--- src/rtl/bss_pkg.sv ---
// ----------------------------------------------------------------------------
// bss_pkg
// Shared types, signature constants and result codes for the byte signature
// scanner.
// ----------------------------------------------------------------------------
package bss_pkg;

  localparam int POS_BITS = 24;
  localparam logic [POS_BITS-1:0] POS_MAX = {POS_BITS{1'b1}};

  localparam logic [47:0] SIG_LA1 = 48'hA9_00_85_02_A9_36;
  localparam logic [47:0] SIG_LA2 = 48'hA9_00_8D_00_DD_A9;
  localparam logic [47:0] SIG_LA3 = 48'h78_A9_7F_8D_0D_DC;
  localparam logic [39:0] SIG_MAG = 40'h4B_52_41_43_4B;
  localparam logic [47:0] SIG_FMT = 48'hEE_00_1C_AD_00_1C;
  localparam logic [31:0] SIG_PUB = 32'h52_41_49_4E;

  localparam int FLAG_LA1 = 0;
  localparam int FLAG_LA2 = 1;
  localparam int FLAG_LA3 = 2;
  localparam int FLAG_MAG = 3;
  localparam int FLAG_FMT = 4;
  localparam int FLAG_PUB = 5;
  localparam int NUM_FLAGS = 6;

  localparam logic [POS_BITS-1:0] TAG_LEAD    = POS_BITS'(4);
  localparam logic [POS_BITS-1:0] VOL_OFFSET  = POS_BITS'(6);
  localparam logic [POS_BITS-1:0] ISS_OFFSET  = POS_BITS'(7);
  localparam logic [POS_BITS:0]   TAG_SPAN    = (POS_BITS+1)'(10);

  localparam logic [2:0] KIND_NONE = 3'd0;
  localparam logic [2:0] KIND_LA   = 3'd1;
  localparam logic [2:0] KIND_MAG  = 3'd2;
  localparam logic [2:0] KIND_FMT  = 3'd3;
  localparam logic [2:0] KIND_PUB  = 3'd4;
  localparam int NUM_KINDS = 5;

  localparam logic [6:0] CONF_LA  = 7'd95;
  localparam logic [6:0] CONF_MAG = 7'd90;
  localparam logic [6:0] CONF_FMT = 7'd85;
  localparam logic [6:0] CONF_PUB = 7'd80;

  localparam int QUEUE_DEPTH = 2;
  localparam int QUEUE_AW    = $clog2(QUEUE_DEPTH);
  localparam int QUEUE_CW    = $clog2(QUEUE_DEPTH + 1);

  typedef struct packed {
    logic [NUM_FLAGS-1:0] flags;
    logic [7:0]           volume;
    logic [7:0]           issue;
  } summary_t;

  typedef struct packed {
    logic full;
    logic empty;
  } q_status_t;

  function automatic logic [6:0] conf_of(input logic [2:0] kind);
    logic [6:0] c;
    unique case (kind)
      KIND_LA:  c = CONF_LA;
      KIND_MAG: c = CONF_MAG;
      KIND_FMT: c = CONF_FMT;
      KIND_PUB: c = CONF_PUB;
      default:  c = 7'd0;
    endcase
    return c;
  endfunction

endpackage

--- src/rtl/bss_if.sv ---
// ----------------------------------------------------------------------------
// bss_if
// Valid/ready channels: image bytes in, scan results out.
// ----------------------------------------------------------------------------
interface bss_byte_if;
  logic       valid;
  logic       ready;
  logic [7:0] data_byte;
  logic       final_byte;

  modport source (output valid, output data_byte, output final_byte, input ready);
  modport sink   (input valid, input data_byte, input final_byte, output ready);
endinterface

interface bss_result_if;
  logic       valid;
  logic       ready;
  logic [2:0] kind;
  logic [6:0] confidence;
  logic [1:0] variant;
  logic [7:0] volume;
  logic [7:0] issue;
  logic       last_result;

  modport source (output valid, output kind, output confidence, output variant,
                  output volume, output issue, output last_result, input ready);
  modport sink   (input valid, input kind, input confidence, input variant,
                  input volume, input issue, input last_result, output ready);
endinterface

--- src/rtl/byte_signature_scanner.sv ---
// ----------------------------------------------------------------------------
// byte_signature_scanner
// Scans an image buffer byte by byte for six fixed signatures and reports
// one result per family found, or one none result, at the end of each buffer.
// ----------------------------------------------------------------------------
// One byte is taken every cycle; the compare, count and capture logic in the
// intake works on a single byte per clock. On the final byte a summary goes
// into a two-entry queue, and the sequencer drains it as one to four results,
// one per cycle while the sink is ready. The intake stalls only when the
// queue is full, i.e. when the sink holds off or when buffers shorter than
// their result runs follow one another. Results leave through a registered
// output stage. No clearing pass is needed after reset.
// ----------------------------------------------------------------------------
module byte_signature_scanner (
  input  logic          clk,
  input  logic          rst_n,
  bss_byte_if.sink      in_ch,
  bss_result_if.source  out_ch
);
  import bss_pkg::*;

  logic      push;
  summary_t  push_data;
  logic      pop;
  summary_t  pop_data;
  q_status_t q_status;

  bss_front u_front (
    .clk       (clk),
    .rst_n     (rst_n),
    .in_ch     (in_ch),
    .q_status  (q_status),
    .push      (push),
    .push_data (push_data)
  );

  bss_queue u_queue (
    .clk       (clk),
    .rst_n     (rst_n),
    .push      (push),
    .push_data (push_data),
    .pop       (pop),
    .pop_data  (pop_data),
    .status    (q_status)
  );

  bss_back u_back (
    .clk      (clk),
    .rst_n    (rst_n),
    .q_status (q_status),
    .q_data   (pop_data),
    .pop      (pop),
    .out_ch   (out_ch)
  );

endmodule

--- src/rtl/bss_front.sv ---
// ----------------------------------------------------------------------------
// bss_front
// Byte intake: history window, signature compare, position count and tag
// capture. Pushes one summary per buffer into the queue.
// ----------------------------------------------------------------------------
module bss_front (
  input  logic                 clk,
  input  logic                 rst_n,
  bss_byte_if.sink             in_ch,
  input  bss_pkg::q_status_t   q_status,
  output logic                 push,
  output bss_pkg::summary_t    push_data
);
  import bss_pkg::*;

  logic [39:0]          history_r, history_nxt;
  logic [NUM_FLAGS-1:0] flags_r, flags_nxt;
  logic [POS_BITS-1:0]  count_r, count_nxt;
  logic [POS_BITS-1:0]  start_r, start_nxt;
  logic [7:0]           vol_r, vol_nxt;
  logic [7:0]           iss_r, iss_nxt;

  logic [47:0]          window;
  logic                 fire;
  logic                 unsat;
  logic [POS_BITS-1:0]  offset;
  logic [NUM_FLAGS-1:0] hits;
  logic                 tag_ok;

  assign in_ch.ready = !q_status.full;
  assign fire        = in_ch.valid && in_ch.ready;
  assign window      = {history_r, in_ch.data_byte};
  assign unsat       = count_r != POS_MAX;
  assign offset      = count_r - start_r;

  always_comb begin
    hits           = '0;
    hits[FLAG_LA1] = (window == SIG_LA1) && (count_r >= POS_BITS'(5));
    hits[FLAG_LA2] = (window == SIG_LA2) && (count_r >= POS_BITS'(5));
    hits[FLAG_LA3] = (window == SIG_LA3) && (count_r >= POS_BITS'(5));
    hits[FLAG_MAG] = (window[39:0] == SIG_MAG) && (count_r >= POS_BITS'(4));
    hits[FLAG_FMT] = (window == SIG_FMT) && (count_r >= POS_BITS'(5));
    hits[FLAG_PUB] = (window[31:0] == SIG_PUB) && (count_r >= POS_BITS'(3));
  end

  always_comb begin
    history_nxt = history_r;
    flags_nxt   = flags_r;
    count_nxt   = count_r;
    start_nxt   = start_r;
    vol_nxt     = vol_r;
    iss_nxt     = iss_r;
    if (fire) begin
      if (flags_r[FLAG_MAG] && unsat) begin
        if (offset == VOL_OFFSET) begin
          vol_nxt = in_ch.data_byte;
        end else if (offset == ISS_OFFSET) begin
          iss_nxt = in_ch.data_byte;
        end
      end
      flags_nxt = flags_r | hits;
      if (!flags_r[FLAG_MAG] && hits[FLAG_MAG]) begin
        start_nxt = count_r - TAG_LEAD;
      end
      history_nxt = window[39:0];
      if (unsat) begin
        count_nxt = count_r + POS_BITS'(1);
      end
    end
  end

  assign tag_ok = ({1'b0, start_nxt} + TAG_SPAN) < {1'b0, count_nxt};

  assign push             = fire && in_ch.final_byte;
  assign push_data.flags  = flags_nxt;
  assign push_data.volume = tag_ok ? vol_nxt : 8'd0;
  assign push_data.issue  = tag_ok ? iss_nxt : 8'd0;

  always_ff @(posedge clk) begin
    if (!rst_n || push) begin
      history_r <= '0;
      flags_r   <= '0;
      count_r   <= '0;
      start_r   <= '0;
      vol_r     <= '0;
      iss_r     <= '0;
    end else begin
      history_r <= history_nxt;
      flags_r   <= flags_nxt;
      count_r   <= count_nxt;
      start_r   <= start_nxt;
      vol_r     <= vol_nxt;
      iss_r     <= iss_nxt;
    end
  end

`ifndef NO_ASSERTIONS
  a_clear_after_final: assert property (@(posedge clk) disable iff (!rst_n)
    push |=> (count_r == '0) && (flags_r == '0))
    else $error("front state not cleared after final byte");

  a_flags_sticky: assert property (@(posedge clk) disable iff (!rst_n)
    (fire && !in_ch.final_byte) |=> ((flags_r & $past(flags_r)) == $past(flags_r)))
    else $error("found flag dropped mid-buffer");

  a_start_behind_count: assert property (@(posedge clk) disable iff (!rst_n)
    flags_r[FLAG_MAG] |-> (({1'b0, start_r} + (POS_BITS+1)'(4)) <= {1'b0, count_r}))
    else $error("tag start ahead of byte count");
`endif

endmodule

--- src/rtl/bss_queue.sv ---
// ----------------------------------------------------------------------------
// bss_queue
// Short summary queue between intake and result sequencer.
// ----------------------------------------------------------------------------
module bss_queue (
  input  logic                clk,
  input  logic                rst_n,
  input  logic                push,
  input  bss_pkg::summary_t   push_data,
  input  logic                pop,
  output bss_pkg::summary_t   pop_data,
  output bss_pkg::q_status_t  status
);
  import bss_pkg::*;

  summary_t              mem_r [QUEUE_DEPTH];
  logic [QUEUE_AW-1:0]   wr_ptr_r, wr_ptr_nxt;
  logic [QUEUE_AW-1:0]   rd_ptr_r, rd_ptr_nxt;
  logic [QUEUE_CW-1:0]   fill_r, fill_nxt;
  logic                  do_push;
  logic                  do_pop;

  assign status.full  = fill_r == QUEUE_CW'(QUEUE_DEPTH);
  assign status.empty = fill_r == '0;
  assign do_push      = push && !status.full;
  assign do_pop       = pop && !status.empty;
  assign pop_data     = mem_r[rd_ptr_r];

  always_comb begin
    wr_ptr_nxt = wr_ptr_r;
    rd_ptr_nxt = rd_ptr_r;
    fill_nxt   = fill_r;
    if (do_push) begin
      wr_ptr_nxt = (wr_ptr_r == QUEUE_AW'(QUEUE_DEPTH - 1)) ? '0 : wr_ptr_r + QUEUE_AW'(1);
    end
    if (do_pop) begin
      rd_ptr_nxt = (rd_ptr_r == QUEUE_AW'(QUEUE_DEPTH - 1)) ? '0 : rd_ptr_r + QUEUE_AW'(1);
    end
    if (do_push && !do_pop) begin
      fill_nxt = fill_r + QUEUE_CW'(1);
    end else if (do_pop && !do_push) begin
      fill_nxt = fill_r - QUEUE_CW'(1);
    end
  end

  always_ff @(posedge clk) begin
    if (!rst_n) begin
      wr_ptr_r <= '0;
      rd_ptr_r <= '0;
      fill_r   <= '0;
    end else begin
      wr_ptr_r <= wr_ptr_nxt;
      rd_ptr_r <= rd_ptr_nxt;
      fill_r   <= fill_nxt;
    end
  end

  always_ff @(posedge clk) begin
    if (do_push) begin
      mem_r[wr_ptr_r] <= push_data;
    end
  end

`ifndef NO_ASSERTIONS
  a_no_overflow: assert property (@(posedge clk) disable iff (!rst_n)
    push |-> !status.full)
    else $error("push into full queue");

  a_no_underflow: assert property (@(posedge clk) disable iff (!rst_n)
    pop |-> !status.empty)
    else $error("pop from empty queue");

  a_fill_bound: assert property (@(posedge clk) disable iff (!rst_n)
    fill_r <= QUEUE_CW'(QUEUE_DEPTH))
    else $error("queue fill out of range");
`endif

endmodule

--- src/rtl/bss_back.sv ---
// ----------------------------------------------------------------------------
// bss_back
// Result sequencer: expands one summary into its result run, one result per
// transfer, through a registered output stage.
// ----------------------------------------------------------------------------
module bss_back (
  input  logic                clk,
  input  logic                rst_n,
  input  bss_pkg::q_status_t  q_status,
  input  bss_pkg::summary_t   q_data,
  output logic                pop,
  bss_result_if.source        out_ch
);
  import bss_pkg::*;

  logic                 busy_r;
  logic [NUM_KINDS-1:0] mask_r;
  logic [1:0]           variant_r;
  logic [7:0]           vol_r;
  logic [7:0]           iss_r;

  logic                 valid_r;
  logic [2:0]           kind_r;
  logic [6:0]           conf_r;
  logic [1:0]           ovar_r;
  logic [7:0]           ovol_r;
  logic [7:0]           oiss_r;
  logic                 last_r;

  logic                 load;
  logic                 emit;
  logic [2:0]           sel_kind;
  logic [NUM_KINDS-1:0] rest;
  logic                 last_emit;
  logic [NUM_KINDS-1:0] new_mask;
  logic [1:0]           new_variant;

  always_comb begin
    sel_kind = KIND_NONE;
    for (int k = NUM_KINDS - 1; k >= 0; k--) begin
      if (mask_r[k]) begin
        sel_kind = 3'(k);
      end
    end
  end

  always_comb begin
    rest           = mask_r;
    rest[sel_kind] = 1'b0;
  end

  assign last_emit = rest == '0;
  assign load      = !valid_r || out_ch.ready;
  assign emit      = load && busy_r;
  assign pop       = !q_status.empty && (!busy_r || (emit && last_emit));

  always_comb begin
    new_mask           = '0;
    new_mask[KIND_LA]  = |q_data.flags[FLAG_LA3:FLAG_LA1];
    new_mask[KIND_MAG] = q_data.flags[FLAG_MAG];
    new_mask[KIND_FMT] = q_data.flags[FLAG_FMT];
    new_mask[KIND_PUB] = q_data.flags[FLAG_PUB];
    new_mask[KIND_NONE] = ~|q_data.flags;
    if (q_data.flags[FLAG_LA1]) begin
      new_variant = 2'd1;
    end else if (q_data.flags[FLAG_LA2]) begin
      new_variant = 2'd2;
    end else begin
      new_variant = 2'd3;
    end
  end

  always_ff @(posedge clk) begin
    if (!rst_n) begin
      busy_r <= 1'b0;
      mask_r <= '0;
    end else if (pop) begin
      busy_r <= 1'b1;
      mask_r <= new_mask;
    end else if (emit) begin
      busy_r <= !last_emit;
      mask_r <= rest;
    end
  end

  always_ff @(posedge clk) begin
    if (pop) begin
      variant_r <= new_variant;
      vol_r     <= q_data.volume;
      iss_r     <= q_data.issue;
    end
  end

  always_ff @(posedge clk) begin
    if (!rst_n) begin
      valid_r <= 1'b0;
    end else if (emit) begin
      valid_r <= 1'b1;
    end else if (load) begin
      valid_r <= 1'b0;
    end
  end

  always_ff @(posedge clk) begin
    if (emit) begin
      kind_r <= sel_kind;
      conf_r <= conf_of(sel_kind);
      ovar_r <= (sel_kind == KIND_LA) ? variant_r : 2'd0;
      ovol_r <= (sel_kind == KIND_MAG) ? vol_r : 8'd0;
      oiss_r <= (sel_kind == KIND_MAG) ? iss_r : 8'd0;
      last_r <= last_emit;
    end
  end

  assign out_ch.valid       = valid_r;
  assign out_ch.kind        = kind_r;
  assign out_ch.confidence  = conf_r;
  assign out_ch.variant     = ovar_r;
  assign out_ch.volume      = ovol_r;
  assign out_ch.issue       = oiss_r;
  assign out_ch.last_result = last_r;

`ifndef NO_ASSERTIONS
  a_busy_has_work: assert property (@(posedge clk) disable iff (!rst_n)
    busy_r |-> (mask_r != '0))
    else $error("sequencer busy with empty result mask");

  a_none_is_last: assert property (@(posedge clk) disable iff (!rst_n)
    (valid_r && (kind_r == KIND_NONE)) |-> last_r)
    else $error("none result not marked last");

  a_idle_no_emit: assert property (@(posedge clk) disable iff (!rst_n)
    (!busy_r && q_status.empty) |=> (!valid_r || $past(valid_r)))
    else $error("result produced with no summary pending");
`endif

endmodule

--- src/flat_wrapper.sv ---
// flat-port wrapper written by rule: the top's interface ports become plain ports
module byte_signature_scanner_flat import bss_pkg::*;
  (clk, rst_n, in_ch_valid, in_ch_data_byte, in_ch_final_byte, in_ch_ready, out_ch_valid, out_ch_kind, out_ch_confidence, out_ch_variant, out_ch_volume, out_ch_issue, out_ch_last_result, out_ch_ready);
  bss_byte_if in_ch_i ();
  bss_result_if out_ch_i ();
  input  logic clk;
  input  logic rst_n;
  input wire logic [$bits(in_ch_i.valid)-1:0] in_ch_valid;
  input wire logic [$bits(in_ch_i.data_byte)-1:0] in_ch_data_byte;
  input wire logic [$bits(in_ch_i.final_byte)-1:0] in_ch_final_byte;
  output wire logic [$bits(in_ch_i.ready)-1:0] in_ch_ready;
  output wire logic [$bits(out_ch_i.valid)-1:0] out_ch_valid;
  output wire logic [$bits(out_ch_i.kind)-1:0] out_ch_kind;
  output wire logic [$bits(out_ch_i.confidence)-1:0] out_ch_confidence;
  output wire logic [$bits(out_ch_i.variant)-1:0] out_ch_variant;
  output wire logic [$bits(out_ch_i.volume)-1:0] out_ch_volume;
  output wire logic [$bits(out_ch_i.issue)-1:0] out_ch_issue;
  output wire logic [$bits(out_ch_i.last_result)-1:0] out_ch_last_result;
  input wire logic [$bits(out_ch_i.ready)-1:0] out_ch_ready;
  assign in_ch_i.valid = in_ch_valid;
  assign in_ch_i.data_byte = in_ch_data_byte;
  assign in_ch_i.final_byte = in_ch_final_byte;
  assign in_ch_ready = in_ch_i.ready;
  assign out_ch_valid = out_ch_i.valid;
  assign out_ch_kind = out_ch_i.kind;
  assign out_ch_confidence = out_ch_i.confidence;
  assign out_ch_variant = out_ch_i.variant;
  assign out_ch_volume = out_ch_i.volume;
  assign out_ch_issue = out_ch_i.issue;
  assign out_ch_last_result = out_ch_i.last_result;
  assign out_ch_i.ready = out_ch_ready;
  byte_signature_scanner u_core (.clk(clk), .rst_n(rst_n), .in_ch(in_ch_i), .out_ch(out_ch_i));
endmodule
--- config.mk ---
export PLATFORM = sky130hd
export DESIGN_NAME = byte_signature_scanner_flat
export DESIGN_NICKNAME = d
export VERILOG_FILES = /design/src/rtl/bss_pkg.sv /design/src/rtl/bss_if.sv /design/src/rtl/byte_signature_scanner.sv /design/src/rtl/bss_front.sv /design/src/rtl/bss_queue.sv /design/src/rtl/bss_back.sv /design/src/flat_wrapper.sv
export SDC_FILE = /design/constraint.sdc
export NUM_CORES = 1
export LEC_CHECK = 0
export BUFFER_PORTS_ARGS = -buffer_cell sky130_fd_sc_hd__buf_2
export CAP_MARGIN = 20
export CORE_UTILIZATION = 25
export CTS_BUF_LIST = sky130_fd_sc_hd__clkbuf_16
export DETAILED_ROUTE_END_ITERATION = 8
export PLACE_DENSITY = 0.36
export SETUP_SLACK_MARGIN = 0.1
export SLEW_MARGIN = 5
export SYNTH_ARGS = -nofsm -noshare
export SYNTH_HDL_FRONTEND = slang
export SYNTH_HIERARCHICAL = 1
export SYNTH_SLANG_ARGS = --single-unit
--- constraint.sdc ---
create_clock -name clk -period 8.08 [get_ports clk]
set_clock_uncertainty 0.1 [all_clocks]
set_input_delay 0.404 -clock clk [delete_from_list [all_inputs] [get_ports clk]]
set_output_delay 0.404 -clock clk [all_outputs]
set_load 0.005 [all_outputs]
==> flow_summary.toml <==
[job]
max_cap_viol_count = 0

[critical_path]
cpMaxStageDelayCell = "a221oi_1"
cp_max_fo = 24
cp_cell_sequence = "inv_1, ha_1, or3b_2, a21oi_1, a31o_2, or2_1, nand2_1, o21ai_0, ha_1, inv_1, nand3_2, nand4_2, nor3_1, xnor2_1, ha_1, and3_1, a221oi_1, o21ai_0, nand4b_1, a221o_1, nor2_1, buf_4, o311ai_1, mux2i_1"
endpoint_kind = "flip-flop"
cp.arrival_ps = 6900
setup.worst_path.start_class = "flip-flop"
cp_slowest_stage_delay_ps = 530
cpMostUsedCell = "ha_1"
critPathTopFamily = "simple AND/OR/NAND/NOR gates"
worstPathRequired_ps = 8350
worstSetupPathType = "reg -> reg"
critPathBufInv = 3

[global_routing]
grt_pass1_vias = 9652
grt_usage_pct = 15.1
grt_antenna_before_repair = 0
grt_max_degree = 87
grt_util_met2_pct = 23.4
grt.met3_usage_pct = 2.01
grt_pass1_wl_um = 59300
grt_use_met1_pct = 21.6
grt_busiest_layer = "met2"
grt_overflow_total = 0

[routing]
drc = 0
detail_route.wl_per_cell_um = 18.7
routed_via_density = 4.85
wl_um = 38500
via_count = 10000
first_iter_violations = 566
dr.pass1.iters = 5
drtAntennaViolNets = 0

[yosys]
synth_nets = 1429
synth-edff-count = 87
synthCells = 1360
seq_area_frac_synth_pct = 40.0
avgSynthCellArea_um2 = 9.29
ys_types = 106
yosys-top-cells-area = "edfxtp_1 21%, dfxtp_1 19%, nand2_1 5.5%"
async_flop_share_pct = 0
synth_top_area_cell = "edfxtp_1"
yosys_register_bits = 209
syn_area_um2 = 12600
yosys_warnings = 6
yosysTopAreaCellShare_pct = 20.7
yosys_most_used_dff = "dfxtp_1"

[cts]
cts_buffers = 25
cts_buffer_depth = 3
clock_latency_ps = 550
h-tree-depth = 1
cts_tree = "yes"
cts_root_buf = "clkbuf_16"
cts_resized = 0
post-cts-setup-buffer-count = 0
clk_pin_slew_ps = 60
clock_sinks = 209
cts_hold_buf = 0

[sta]
fin_ws_ps = 1450
max_freq_mhz = 151
fin_tns_setup_ps = 0
relSlewSlack_pct = 28.9
final_hold_viol_count = 0
drv_slew = 0
timing.final.crit_share_pct = 82.1
worst_pin_slew_ps = 1070
rsz0062_at_grt = "no"
final-setup-viol-count = 0
period_minus_slack_ps = 6630

[final_layout]
area_delta_synth_final_pct = 12.4
drive_gt1_share_pct = 13.2
antennaDiodeCount = 0
final_nets = 1441

[placement]
io_buffers = 42
dp_hpwl_um = 28500
dp_slack_ps = 1400
gp_congestion = 0.811

[run_status]
outcome = "finished, final reports clean"

[power]
ir_drop_mv = 0.140
p_per_area_nw_per_um2 = 198
power_leakage_nw = 5.41

[floorplanning]
row_count = 82
start_util_pct = 25.3
die_y_um = 227
ios = 44
core-area_um2 = 50000
fp.dieArea_um2 = 51400
die_w_um = 227

[min_path]
hp-class = "in -> reg"
[layer usage]
| metal | routed length, um | vias to the layer above |
|---|---|---|
| met5 | 0 | - |
| met4 | 1010 | 0 |
| met3 | 1350 | 54 |
| met2 | 17000 | 171 |
| met1 | 19200 | 4804 |
| li1 | - | 4986 |
[cells by family after synthesis]
kind of cell               after synthesis  synth area share (%)
xor gates and xnor gates                74                  5.13
other                                    1                0.0297
and+or+nand+nor                        554                  23.7
AOI/OAI and AO/OA                      273                  15.0
DFF                                    209                  40.0
muxes                                   75                  6.28
buffers and inverters                  117                  4.20
adders and majority gates               57                  5.68
[path summary, 6_finish.rpt]
path,from,end,slack [ps],cells after the start
hold / removal,in_ch_data_byte[4],u_core/u_front/history_r[4],80,3
hold reg to reg,u_core/u_front/vol_r[2],u_core/u_front/vol_r[2],360,2
setup / recovery,u_core/u_front/count_r[2],u_core/u_queue/mem_r[0][1],1450,24
setup reg to reg,u_core/u_front/count_r[2],u_core/u_queue/mem_r[0][1],1450,24
[area by class of cell]
| type | count | area [um^2] |
|---|---|---|
| well taps | 672 | 841 |
| repair buffers | 58 | 338 |
| clock inverters | 21 | 114 |
| flip-flops and latches | 209 | 5050 |
| inverters | 44 | 165 |
| multi-input cells | 1034 | 7060 |
| fillers | 5366 | 35800 |
| clock buffers | 25 | 626 |
[cells in the final DEF, fill, tap and decap left out, drive strengths merged, types with 37 or more instances in the layout]
| cell | instances |
|---|---|
| edfxtp | 87 |
| xnor2 | 49 |
| mux2i | 50 |
| a21oi | 105 |
| buf | 58 |
| nor2 | 115 |
| dfxtp | 122 |
| o21ai | 40 |
| nand2 | 187 |
| ha | 55 |
| inv | 52 |
| and3 | 37 |
[tightest hold or removal path, stage by stage]
cell and delay, ps:
buf_2 160, nand2_1 70, a21oi_1 50
[flip-flops by register name, indices dropped and copies added, names as in the netlist, 24 cells and up, named ones only]
register	flops
u_core/u_front/count_r	24
u_core/u_front/history_r	40
u_core/u_front/start_r	24
u_core/u_queue/mem_r	44
[synth_stat cells (4+ instances only)]
cell,instances
a21oi_1,102
and2_1,14
nor4b_1,7
nand4_1,22
a21boi_0,5
ha_1,55
xnor2_1,49
o21ai_0,31
a31o_2,4
xor2_1,25
clkbuf_1,42
mux2_2,25
buf_2,18
nand2b_1,10
o311ai_1,20
or2_2,4
a31oi_1,6
nor2b_1,7
nor4_1,17
dfxtp_1,122
nor3_1,26
o211ai_1,8
a211oi_1,10
and3_1,36
nand3_1,33
o311ai_2,4
o21a_1,8
nor4bb_1,5
nor3b_1,6
and4_1,8
a21o_1,14
buf_4,4
inv_1,42
or3_1,10
edfxtp_1,87
nand2_1,186
o21ai_1,8
mux2i_1,47
buf_6,5
nor2_1,114
[power by group]
group          switching, mW  internal, mW
clock network          0.469         0.564
logic                  0.283         0.169
registers             0.0615          1.26
total                  0.813          2.00
[through the flow]
| step | std cells | total power, mW | instance area, um^2 | hold slack [ps] | utilization [%] |
|---|---|---|---|---|---|
| finish | 2063 | 2.81 | 14200 | 84.3 | 28.4 |
| global route | 2063 | 2.96 | 14200 | 81.0 | 28.4 |
| CTS | 2062 | 2.87 | 14200 | 62.9 | 28.4 |
| detailed placement | 2016 | 1.81 | 13400 | 348 | 26.9 |
| global placement | 2016 | 1.82 | 13400 | 351 | 26.9 |
| floorplan | 1360 | 1.65 | 12600 | 335 | - |
(Power assumes the default switching activity.)
